[src/tcpoq_pkg.sv]
// Shared types, widths and codes for the two-class priority order queue.
`default_nettype none
package tcpoq_pkg;

	localparam int unsigned QUEUE_DEPTH_DEF = 16;

	localparam int unsigned TAG_W    = 16;
	localparam int unsigned WGT_W    = 8;
	localparam int unsigned RATE_W   = 16;
	localparam int unsigned COST_W   = 24;
	localparam int unsigned FUNC_W   = 2;
	localparam int unsigned STATUS_W = 2;
	localparam int unsigned ENTRY_W  = TAG_W + WGT_W;

	// input beat: customer_tag, is_priority, weight
	localparam int unsigned IN_BITS    = TAG_W + 1 + WGT_W;
	localparam int unsigned IN_TDATA_W = ((IN_BITS + 7) / 8) * 8;

	localparam int unsigned APB_DATA_W = 32;
	localparam int unsigned APB_ADDR_W = 3;

	localparam logic [RATE_W-1:0] REGULAR_RATE_RST  = RATE_W'(5000);
	localparam logic [RATE_W-1:0] PRIORITY_RATE_RST = RATE_W'(8000);

	// register word index, taken from paddr[2]
	localparam logic REG_REGULAR_RATE  = 1'b0;
	localparam logic REG_PRIORITY_RATE = 1'b1;

	typedef enum logic [FUNC_W-1:0] {
		FUNC_ENQUEUE = 2'd0,
		FUNC_DEQUEUE = 2'd1,
		FUNC_CLEAR   = 2'd2
	} func_t;

	typedef enum logic [STATUS_W-1:0] {
		STATUS_DONE  = 2'd0,
		STATUS_FULL  = 2'd1,
		STATUS_EMPTY = 2'd2
	} status_t;

	typedef enum logic [1:0] {
		ST_IDLE,
		ST_READ,
		ST_DONE
	} state_t;

	typedef struct packed {
		logic [RATE_W-1:0] regular_rate;
		logic [RATE_W-1:0] priority_rate;
	} rates_t;

endpackage
`default_nettype wire

[src/tcpoq_cfg.sv]
// APB register block holding the two class rates.
`default_nettype none
module tcpoq_cfg (
	input  wire logic                                 clk,
	input  wire logic                                 arst_n,
	input  wire logic                                 psel,
	input  wire logic                                 penable,
	input  wire logic                                 pwrite,
	input  wire logic [tcpoq_pkg::APB_ADDR_W-1:0]     paddr,
	input  wire logic [tcpoq_pkg::APB_DATA_W-1:0]     pwdata,
	output logic      [tcpoq_pkg::APB_DATA_W-1:0]     prdata,
	output logic                                      pready,
	output tcpoq_pkg::rates_t                         rates
);

	logic [tcpoq_pkg::RATE_W-1:0] regular_rate_q;
	logic [tcpoq_pkg::RATE_W-1:0] priority_rate_q;
	logic                         wr_en;

	assign pready = 1'b1;
	assign wr_en  = psel && penable && pwrite && pready;

	always_ff @(posedge clk or negedge arst_n) begin
		if (!arst_n) begin
			regular_rate_q  <= tcpoq_pkg::REGULAR_RATE_RST;
			priority_rate_q <= tcpoq_pkg::PRIORITY_RATE_RST;
		end else if (wr_en) begin
			if (paddr[2] == tcpoq_pkg::REG_PRIORITY_RATE) begin
				priority_rate_q <= pwdata[tcpoq_pkg::RATE_W-1:0];
			end else begin
				regular_rate_q <= pwdata[tcpoq_pkg::RATE_W-1:0];
			end
		end
	end

	always_comb begin
		if (paddr[2] == tcpoq_pkg::REG_PRIORITY_RATE) begin
			prdata = tcpoq_pkg::APB_DATA_W'(priority_rate_q);
		end else begin
			prdata = tcpoq_pkg::APB_DATA_W'(regular_rate_q);
		end
	end

	assign rates.regular_rate  = regular_rate_q;
	assign rates.priority_rate = priority_rate_q;

endmodule
`default_nettype wire

[src/tcpoq_mem.sv]
// Entry memory: one ring per class, class bit on top of the address.
`default_nettype none
module tcpoq_mem #(
	parameter int unsigned ADDR_W = 5,
	parameter int unsigned DATA_W = 24
) (
	input  wire logic              clk,
	input  wire logic              we,
	input  wire logic [ADDR_W-1:0] waddr,
	input  wire logic [DATA_W-1:0] wdata,
	input  wire logic              re,
	input  wire logic [ADDR_W-1:0] raddr,
	output logic      [DATA_W-1:0] rdata
);

	logic [DATA_W-1:0] mem [2**ADDR_W];

	always_ff @(posedge clk) begin
		if (we) begin
			mem[waddr] <= wdata;
		end
	end

	always_ff @(posedge clk) begin
		if (re) begin
			rdata <= mem[raddr];
		end
	end

endmodule
`default_nettype wire

[src/tcpoq_ctrl.sv]
// Queue control: ring pointers per class, op sequencer, cost multiply, output register.
`default_nettype none
module tcpoq_ctrl #(
	parameter int unsigned QUEUE_DEPTH = tcpoq_pkg::QUEUE_DEPTH_DEF,
	parameter int unsigned AW          = $clog2(QUEUE_DEPTH),
	parameter int unsigned CW          = $clog2(QUEUE_DEPTH + 1),
	parameter int unsigned OUT_W       = 8
) (
	input  wire logic                                 clk,
	input  wire logic                                 arst_n,
	input  wire tcpoq_pkg::rates_t                    rates,
	input  wire logic                                 s_tvalid,
	output logic                                      s_tready,
	input  wire logic [tcpoq_pkg::IN_TDATA_W-1:0]     s_tdata,
	input  wire logic [tcpoq_pkg::FUNC_W-1:0]         s_tuser,
	output logic                                      m_tvalid,
	input  wire logic                                 m_tready,
	output logic      [OUT_W-1:0]                     m_tdata,
	output logic                                      mem_we,
	output logic      [AW:0]                          mem_waddr,
	output logic      [tcpoq_pkg::ENTRY_W-1:0]        mem_wdata,
	output logic                                      mem_re,
	output logic      [AW:0]                          mem_raddr,
	input  wire logic [tcpoq_pkg::ENTRY_W-1:0]        mem_rdata
);

	localparam int unsigned TAG_W  = tcpoq_pkg::TAG_W;
	localparam int unsigned WGT_W  = tcpoq_pkg::WGT_W;
	localparam int unsigned RATE_W = tcpoq_pkg::RATE_W;
	localparam int unsigned COST_W = tcpoq_pkg::COST_W;
	localparam logic [AW-1:0] PTR_LAST = AW'(QUEUE_DEPTH - 1);
	localparam logic [CW-1:0] CNT_FULL = CW'(QUEUE_DEPTH);

	tcpoq_pkg::state_t state_q, state_d;

	// per-class ring pointers and counts
	logic [AW-1:0] head_p_q, head_r_q, tail_p_q, tail_r_q;
	logic [AW-1:0] head_p_d, head_r_d, tail_p_d, tail_r_d;
	logic [CW-1:0] cnt_p_q, cnt_r_q, cnt_p_d, cnt_r_d;
	logic [CW-1:0] total;

	// result being built
	tcpoq_pkg::status_t          res_status_q, acc_status;
	logic [CW-1:0]               res_occ_q;
	logic [TAG_W-1:0]            res_tag_q;
	logic [WGT_W-1:0]            res_wgt_q;
	logic                        res_pri_q;
	logic [COST_W-1:0]           res_cost_q;
	logic [RATE_W-1:0]           rate_sel_q;
	logic                        deq_cls;
	logic                        rd_pend;

	logic [OUT_W-1:0]            out_data_q;
	logic                        out_valid_q;

	logic                        in_acc, load_out;
	tcpoq_pkg::func_t            func;
	logic [TAG_W-1:0]            in_tag;
	logic                        in_pri;
	logic [WGT_W-1:0]            in_wgt;
	logic [TAG_W-1:0]            rd_tag;
	logic [WGT_W-1:0]            rd_wgt;

	assign func   = tcpoq_pkg::func_t'(s_tuser);
	assign in_tag = s_tdata[TAG_W-1:0];
	assign in_pri = s_tdata[TAG_W];
	assign in_wgt = s_tdata[TAG_W+WGT_W:TAG_W+1];
	assign rd_tag = mem_rdata[tcpoq_pkg::ENTRY_W-1:WGT_W];
	assign rd_wgt = mem_rdata[WGT_W-1:0];
	assign total  = CW'(cnt_p_q + cnt_r_q);
	assign in_acc = s_tvalid && s_tready;

	// priority ring drains first
	assign deq_cls = (cnt_p_q != '0);

	// pointer and count updates at accept
	always_comb begin
		head_p_d   = head_p_q;
		head_r_d   = head_r_q;
		tail_p_d   = tail_p_q;
		tail_r_d   = tail_r_q;
		cnt_p_d    = cnt_p_q;
		cnt_r_d    = cnt_r_q;
		acc_status = tcpoq_pkg::STATUS_DONE;
		mem_we     = 1'b0;
		mem_waddr  = {in_pri, in_pri ? tail_p_q : tail_r_q};
		mem_wdata  = {in_tag, in_wgt};
		mem_re     = 1'b0;
		mem_raddr  = {deq_cls, deq_cls ? head_p_q : head_r_q};
		rd_pend    = 1'b0;
		if (in_acc) begin
			case (func)
				tcpoq_pkg::FUNC_ENQUEUE: begin
					if (total == CNT_FULL) begin
						acc_status = tcpoq_pkg::STATUS_FULL;
					end else begin
						mem_we = 1'b1;
						if (in_pri) begin
							tail_p_d = (tail_p_q == PTR_LAST) ? '0 : tail_p_q + 1'b1;
							cnt_p_d  = cnt_p_q + 1'b1;
						end else begin
							tail_r_d = (tail_r_q == PTR_LAST) ? '0 : tail_r_q + 1'b1;
							cnt_r_d  = cnt_r_q + 1'b1;
						end
					end
				end
				tcpoq_pkg::FUNC_DEQUEUE: begin
					if (total == '0) begin
						acc_status = tcpoq_pkg::STATUS_EMPTY;
					end else begin
						mem_re  = 1'b1;
						rd_pend = 1'b1;
						if (deq_cls) begin
							head_p_d = (head_p_q == PTR_LAST) ? '0 : head_p_q + 1'b1;
							cnt_p_d  = cnt_p_q - 1'b1;
						end else begin
							head_r_d = (head_r_q == PTR_LAST) ? '0 : head_r_q + 1'b1;
							cnt_r_d  = cnt_r_q - 1'b1;
						end
					end
				end
				tcpoq_pkg::FUNC_CLEAR: begin
					head_p_d = '0;
					head_r_d = '0;
					tail_p_d = '0;
					tail_r_d = '0;
					cnt_p_d  = '0;
					cnt_r_d  = '0;
				end
				default: begin
				end
			endcase
		end
	end

	always_ff @(posedge clk or negedge arst_n) begin
		if (!arst_n) begin
			head_p_q <= '0;
			head_r_q <= '0;
			tail_p_q <= '0;
			tail_r_q <= '0;
			cnt_p_q  <= '0;
			cnt_r_q  <= '0;
		end else begin
			head_p_q <= head_p_d;
			head_r_q <= head_r_d;
			tail_p_q <= tail_p_d;
			tail_r_q <= tail_r_d;
			cnt_p_q  <= cnt_p_d;
			cnt_r_q  <= cnt_r_d;
		end
	end

	// sequencer
	always_comb begin
		state_d = state_q;
		case (state_q)
			tcpoq_pkg::ST_IDLE: begin
				if (in_acc) begin
					state_d = rd_pend ? tcpoq_pkg::ST_READ : tcpoq_pkg::ST_DONE;
				end
			end
			tcpoq_pkg::ST_READ: state_d = tcpoq_pkg::ST_DONE;
			tcpoq_pkg::ST_DONE: begin
				if (load_out) begin
					state_d = tcpoq_pkg::ST_IDLE;
				end
			end
			default: state_d = tcpoq_pkg::ST_IDLE;
		endcase
	end

	always_comb begin
		s_tready = (state_q == tcpoq_pkg::ST_IDLE);
		load_out = (state_q == tcpoq_pkg::ST_DONE) && (!out_valid_q || m_tready);
	end

	always_ff @(posedge clk or negedge arst_n) begin
		if (!arst_n) begin
			state_q <= tcpoq_pkg::ST_IDLE;
		end else begin
			state_q <= state_d;
		end
	end

	// result fields; read data arrives in the cycle after the accept
	always_ff @(posedge clk) begin
		if (in_acc) begin
			res_status_q <= acc_status;
			res_occ_q    <= CW'(cnt_p_d + cnt_r_d);
			res_tag_q    <= '0;
			res_wgt_q    <= '0;
			res_pri_q    <= rd_pend && deq_cls;
			res_cost_q   <= '0;
			rate_sel_q   <= deq_cls ? rates.priority_rate : rates.regular_rate;
		end else if (state_q == tcpoq_pkg::ST_READ) begin
			res_tag_q  <= rd_tag;
			res_wgt_q  <= rd_wgt;
			res_cost_q <= COST_W'(rate_sel_q) * COST_W'(rd_wgt);
		end
	end

	// output register
	always_ff @(posedge clk or negedge arst_n) begin
		if (!arst_n) begin
			out_valid_q <= 1'b0;
		end else if (load_out) begin
			out_valid_q <= 1'b1;
		end else if (m_tready) begin
			out_valid_q <= 1'b0;
		end
	end

	always_ff @(posedge clk) begin
		if (load_out) begin
			out_data_q <= OUT_W'({res_occ_q, res_cost_q, res_pri_q, res_wgt_q, res_tag_q,
				res_status_q});
		end
	end

	assign m_tvalid = out_valid_q;
	assign m_tdata  = out_data_q;

endmodule
`default_nettype wire

[src/two_class_priority_order_queue.sv]
// Top level of the two-class priority order queue.
//
//  channel   dir   handshake                 content
//  s_*       in    tvalid/tready             tuser: func; tdata: tag, class, weight
//  m_*       out   tvalid/tready             tdata: status, tag, weight, class, cost, occupancy
//  apb       in    psel/penable, pready=1    regular_rate @0x0, priority_rate @0x4
//
// One item in flight. Enqueue, clear and unused codes go from accept to the DONE state, which
// loads the output register once it is free; dequeue passes through the READ state first, in
// which the entry memory read data is captured and multiplied weight by rate. s_tready drops
// while an item is at work and while a finished result cannot enter a full, stalled output register.
// Reset empties both class rings at once (pointers and counts only) and loads the default
// rates.
`default_nettype none
module two_class_priority_order_queue #(
	parameter int unsigned QUEUE_DEPTH = tcpoq_pkg::QUEUE_DEPTH_DEF,
	parameter int unsigned CW          = $clog2(QUEUE_DEPTH + 1),
	parameter int unsigned OUT_W       = ((tcpoq_pkg::STATUS_W + tcpoq_pkg::TAG_W
		+ tcpoq_pkg::WGT_W + 1 + tcpoq_pkg::COST_W + CW + 7) / 8) * 8
) (
	input  wire logic                                 clk,
	input  wire logic                                 arst_n,
	input  wire logic                                 psel,
	input  wire logic                                 penable,
	input  wire logic                                 pwrite,
	input  wire logic [tcpoq_pkg::APB_ADDR_W-1:0]     paddr,
	input  wire logic [tcpoq_pkg::APB_DATA_W-1:0]     pwdata,
	output logic      [tcpoq_pkg::APB_DATA_W-1:0]     prdata,
	output logic                                      pready,
	input  wire logic                                 s_tvalid,
	output logic                                      s_tready,
	// customer_tag, is_priority, weight, zero fill
	input  wire logic [tcpoq_pkg::IN_TDATA_W-1:0]     s_tdata,
	// func
	input  wire logic [tcpoq_pkg::FUNC_W-1:0]         s_tuser,
	output logic                                      m_tvalid,
	input  wire logic                                 m_tready,
	// status, out_tag, out_weight, out_priority, cost, occupancy, zero fill
	output logic      [OUT_W-1:0]                     m_tdata
);

	localparam int unsigned AW = $clog2(QUEUE_DEPTH);

	tcpoq_pkg::rates_t                   rates;
	logic                                mem_we, mem_re;
	logic [AW:0]                         mem_waddr, mem_raddr;
	logic [tcpoq_pkg::ENTRY_W-1:0]       mem_wdata, mem_rdata;

	tcpoq_cfg u_cfg (
		.clk     (clk),
		.arst_n  (arst_n),
		.psel    (psel),
		.penable (penable),
		.pwrite  (pwrite),
		.paddr   (paddr),
		.pwdata  (pwdata),
		.prdata  (prdata),
		.pready  (pready),
		.rates   (rates)
	);

	tcpoq_mem #(
		.ADDR_W (AW + 1),
		.DATA_W (tcpoq_pkg::ENTRY_W)
	) u_mem (
		.clk   (clk),
		.we    (mem_we),
		.waddr (mem_waddr),
		.wdata (mem_wdata),
		.re    (mem_re),
		.raddr (mem_raddr),
		.rdata (mem_rdata)
	);

	tcpoq_ctrl #(
		.QUEUE_DEPTH (QUEUE_DEPTH),
		.AW          (AW),
		.CW          (CW),
		.OUT_W       (OUT_W)
	) u_ctrl (
		.clk       (clk),
		.arst_n    (arst_n),
		.rates     (rates),
		.s_tvalid  (s_tvalid),
		.s_tready  (s_tready),
		.s_tdata   (s_tdata),
		.s_tuser   (s_tuser),
		.m_tvalid  (m_tvalid),
		.m_tready  (m_tready),
		.m_tdata   (m_tdata),
		.mem_we    (mem_we),
		.mem_waddr (mem_waddr),
		.mem_wdata (mem_wdata),
		.mem_re    (mem_re),
		.mem_raddr (mem_raddr),
		.mem_rdata (mem_rdata)
	);

endmodule
`default_nettype wire

[config.mk]
export PLATFORM = sky130hd
export DESIGN_NAME = two_class_priority_order_queue
export DESIGN_NICKNAME = d
export VERILOG_FILES = /design/src/tcpoq_pkg.sv /design/src/tcpoq_cfg.sv /design/src/tcpoq_mem.sv /design/src/tcpoq_ctrl.sv /design/src/two_class_priority_order_queue.sv
export SDC_FILE = /design/constraint.sdc
export NUM_CORES = 2
export LEC_CHECK = 0
export BUFFER_PORTS_ARGS = -buffer_cell sky130_fd_sc_hd__clkbuf_2
export CAP_MARGIN = 20
export CORE_MARGIN = 8
export CORE_UTILIZATION = 55
export DETAILED_ROUTE_END_ITERATION = 16
export MAX_ROUTING_LAYER = met4
export PLACE_DENSITY_LB_ADDON = 0.08
export SLEW_MARGIN = 30
export SYNTH_ARGS = -nofsm -noshare
export SYNTH_HDL_FRONTEND = slang
export SYNTH_HIERARCHICAL = 1
export SYNTH_SLANG_ARGS = --single-unit
[constraint.sdc]
create_clock -name clk -period 8.3 [get_ports clk]
set_input_delay 1.66 -clock clk [delete_from_list [all_inputs] [get_ports clk]]
set_output_delay 1.66 -clock clk [all_outputs]
set_load 0.05 [all_outputs]
==> impl_metrics.json <==
{
  "status": "completed",
  "detailed_router_iteration_count_before_antenna_repair": 5,
  "vias_per_cell": 5.79,
  "overflow": 0,
  "cp.arrival_ps": 5930,
  "hold_start": "u_ctrl/res_occ_q[1]$_DFFE_PP_",
  "ys_async_sr_fraction": 0.0622,
  "die_area_um2": 87500,
  "cts_setup_buffers": 0,
  "crit_required_ps": 8790,
  "power_density_nw_per_um2": 414,
  "drc": 0,
  "critical_path_cell_count": 16,
  "area_growth_syn_to_layout_pct": 11.2,
  "timing_hold_violations_final": 0,
  "stdcell_count": 4170,
  "ys_seq_elements": 981,
  "floorplan.core_area_um2": 77500,
  "critical_path_class": "reg -> reg",
  "floorplan.rows": 102,
  "vias_in_the_first_global_route": 25000,
  "place_congestion": 0.863,
  "cts_tree": "yes",
  "final_area_um2": 47900,
  "clkSinkCount": 981,
  "synthFlopType": "edfxtp_1",
  "crit_start": "u_mem/rdata[5]$_DFFE_PP_",
  "pin_count_of_the_biggest_net_entering_global_routing": 119,
  "critical_path.slowest_cell": "edfxtp_1",
  "ff2ff_path_depth": 16,
  "yosysSeqAreaShare": 0.666,
  "worstSetupEndpointType": "flop",
  "synth_top_area_frac": 0.608,
  "worstHoldPathCells": 0,
  "initialDrtViolationCount": 1876,
  "buffers_from_clock_root_to_sink_at_most": 3,
  "antenna_left": 0,
  "max_stage_delay_ps": 750,
  "wire_length_per_cell_um": 23.7,
  "final_core_utilization": 0.618,
  "io_pins": 167,
  "post_dp_cell_area_um2": 44500,
  "timing.final.setup_violations": 0,
  "slew_headroom": 0.341,
  "final.min_clock_period_ps": 5440,
  "routed-via-count": 24100,
  "post_route_cells_drive_above_1_share": 0.142,
  "finish.net_count": 3260,
  "port_buffers": 124,
  "skew_ps": 16.3,
  "vdd_drop_max_v": 0.000408,
  "htree_levels": 3,
  "worst-slew-pin-transition_ps": 987,
  "ctsHoldBuffers": 0,
  "post_synth_instance_area_um2": 43100,
  "clkSlewWorstSetupHoldPaths_ps": 60,
  "worstReg2RegStart": "u_mem/rdata[5]$_DFFE_PP_",
  "dp_hpwl_um": 57900,
  "cts-buffers-inserted": 102,
  "avgSynthCellArea_um2": 14.7,
  "timing.hold.worst.class": "reg -> reg",
  "synth_cell_types": 70,
  "timing.final.crit_share": 0.655,
  "clockRootBuffer": "clkbuf_16",
  "setup_repair_after_global_routing_missed_its_margin": "no",
  "floorplan.initialDensity": 0.556,
  "synth.top_cells.by_area": "edfxtp_1, mux2i_1, fa_1, dfrtp_1, nand2_1",
  "antenna_found_initial": 6,
  "timing.critical_path.buf_inv": 2,
  "clkLatencyLatePin_ps": 660,
  "synthDominantAreaCellType": "edfxtp_1",
  "achievable-frequency_mhz": 184,
  "floorplan.die.width_um": 296,
  "postSynthCellCount": 2923,
  "timing.critical_path.fanout_max": 17,
  "post-layout-total-power_mw": 19.8,
  "numPlacedInstances": 3974,
  "chipHeight_um": 296,
  "finalWirelength_um": 98900,
  "power.leakage_nw": 17.4,
  "maxCapViolations": 0,
  "cp_cell_sequence": "and2_1 -> fa_1 -> fa_1 -> fa_1 -> inv_1 -> fa_1 -> inv_1 -> ha_1 -> a21o_1 -> a21o_1 -> a21oi_1 -> o21ai_0 -> a31oi_1 -> a21oi_1 -> xnor2_1 -> a211oi_1",
  "worst_setup_path_start_kind": "flop",
  "cpLargestDelayFamily": "adder cells",
  "grt_first_pass_wirelength_um": 150000,
  "path_common_cell": "fa_1",
  "slew_violations": 0,
  "synth_edf_count": 872,
  "synth.yosys.warnings": 6,
  "finalSetupTns_ps": 0,
  "grt_util_all_layers": 0.232,
  "post_cts_resized": 0
}
-- worst paths after layout --
kind | to | slack, ps
hold reg to reg | u_ctrl/m_tdata[52]$_DFFE_PP_ | 420
min in group asynchronous | u_ctrl/cnt_r_q[1]$_DFF_PN0_ | 1180
max in group asynchronous | u_cfg/priority_rate_q[5]$_DFFE_PN0P_ | 6540
hold / removal | u_ctrl/m_tdata[52]$_DFFE_PP_ | 420
setup reg to reg | u_ctrl/res_cost_q[19]$_SDFFE_PP0P_ | 2860
setup / recovery | u_ctrl/res_cost_q[19]$_SDFFE_PP0P_ | 2860
-- per-layer routing --
layer | global-route usage | wire (um) | up-vias
li1 | - | - | 11000
met1 | 0.292 | 40900 | 12300
met2 | 0.396 | 50100 | 643
met3 | 0.0277 | 4950 | 160
met4 | 0.0719 | 2840 | 0
met5 | - | 0 | -
-- worst register-to-register path, cell delays in order (launching register included) --
cell      delay, ps
edfxtp_1        750
and2_1          250
fa_1            450
fa_1            550
fa_1            580
inv_1            70
fa_1            540
inv_1            40
ha_1            360
a21o_1          210
a21o_1          170
a21oi_1         160
o21ai_0         100
a31oi_1         430
a21oi_1         170
xnor2_1         330
a211oi_1        120
-- through the flow --
stage,hold WS [ps],setup slack (ps)
6_report,424,2860
5_1_grt,416,2680
3_5_place_dp,406,2930
3_3_place_gp,406,2960
2_1_floorplan,400,3530
4_1_cts,417,2900
-- report_power, final --
group	leakage, nW	internal [mW]	switching, mW
Clock	1.61	2.62	1.88
Combinational	6.79	3.48	5.72
Sequential	9.01	5.82	0.285
Total	17.4	11.9	7.88
-- placed cells by master (no fill, tap or decap), types with 8 or more instances in the layout --
cell type / instances
nand3_1: 88
dfxtp_1: 48
mux2i_1: 391
clkinv_1: 22
clkbuf_1: 22
conb_1: 17
edfxtp_1: 872
nor2_1: 41
clkbuf_2: 124
nand2b_1: 12
a22o_1: 50
a21oi_1: 140
a22oi_1: 74
inv_1: 115
nand2_1: 256
mux2_4: 10
clkbuf_16: 104
xor2_1: 9
a21o_1: 17
and2_1: 109
dfrtp_1: 50
o21ai_0: 45
nor3_1: 30
nor2_2: 33
mux2_2: 42
dfstp_2: 11
ha_1: 60
fa_1: 86
buf_4: 51
bufinv_16: 8
a31oi_1: 38
xnor2_1: 12
clkinv_2: 15
-- synthesized netlist by cell type (7+ instances only) --
library cell and instances:
a31oi_1 38, a22o_1 50, fa_1 86, edfxtp_1 872, nor2_1 75, xor2_1 9, a21oi_1 140, nand2b_1 13
inv_1 116, a211oi_1 7, and2_1 110, dfxtp_1 48, buf_4 57, mux2i_1 391, clkbuf_1 65, a22oi_1 74
xnor2_1 12, mux2_4 10, nor2b_1 7, nand4_1 7, buf_6 25, mux2_2 42, nand3_1 88, nand2_1 257
ha_1 60, nor3_1 30, dfstp_2 11, a21o_1 17, buf_2 29, dfrtp_1 50, buf_1 7, o21ai_0 45
-- state kept, by name, summed over array words and instances, names as in the netlist --
signal                 cells
u_ctrl/res_status_q        2
u_ctrl/res_cost_q         24
u_ctrl/state_q             2
u_ctrl/tail_r_q            4
u_mem/mem                768
u_ctrl/cnt_p_q             5
u_ctrl/head_p_q            4
u_ctrl/res_tag_q          16
u_ctrl/m_tdata            56
u_ctrl/res_occ_q           5
u_mem/rdata               24
u_cfg/priority_rate_q     16
u_ctrl/m_tvalid            1
u_ctrl/cnt_r_q             5
u_ctrl/tail_p_q            4
u_ctrl/head_r_q            4
u_ctrl/res_pri_q           1
u_ctrl/rate_sel_q         16
u_ctrl/res_wgt_q           8
u_cfg/regular_rate_q      16
-- area by class of cell --
class | instances | area (um^2)
multi-input combinational | 1657 | 13000
sequential | 981 | 28700
antenna | 5 | 12.5
inverter | 116 | 435
clock buffer | 133 | 2780
timing repair buffer | 180 | 1100
clock inverter | 58 | 548
fill | 5800 | 29600
tap | 1040 | 1300
-- kinds of logic (layout without fill, tap and decap cells) --
kind of cell,Yosys count,in the layout,share of synthesized area
fa+ha+maj,146,146,0.0574
other cells,2,22,0.000174
xor+xnor,22,22,0.00465
flops,981,981,0.666
mux,443,443,0.105
simple gates,620,620,0.0687
buf+inv,300,487,0.0364
compound gates,409,409,0.0616
No activity file was read; power rests on OpenSTA's default activity.
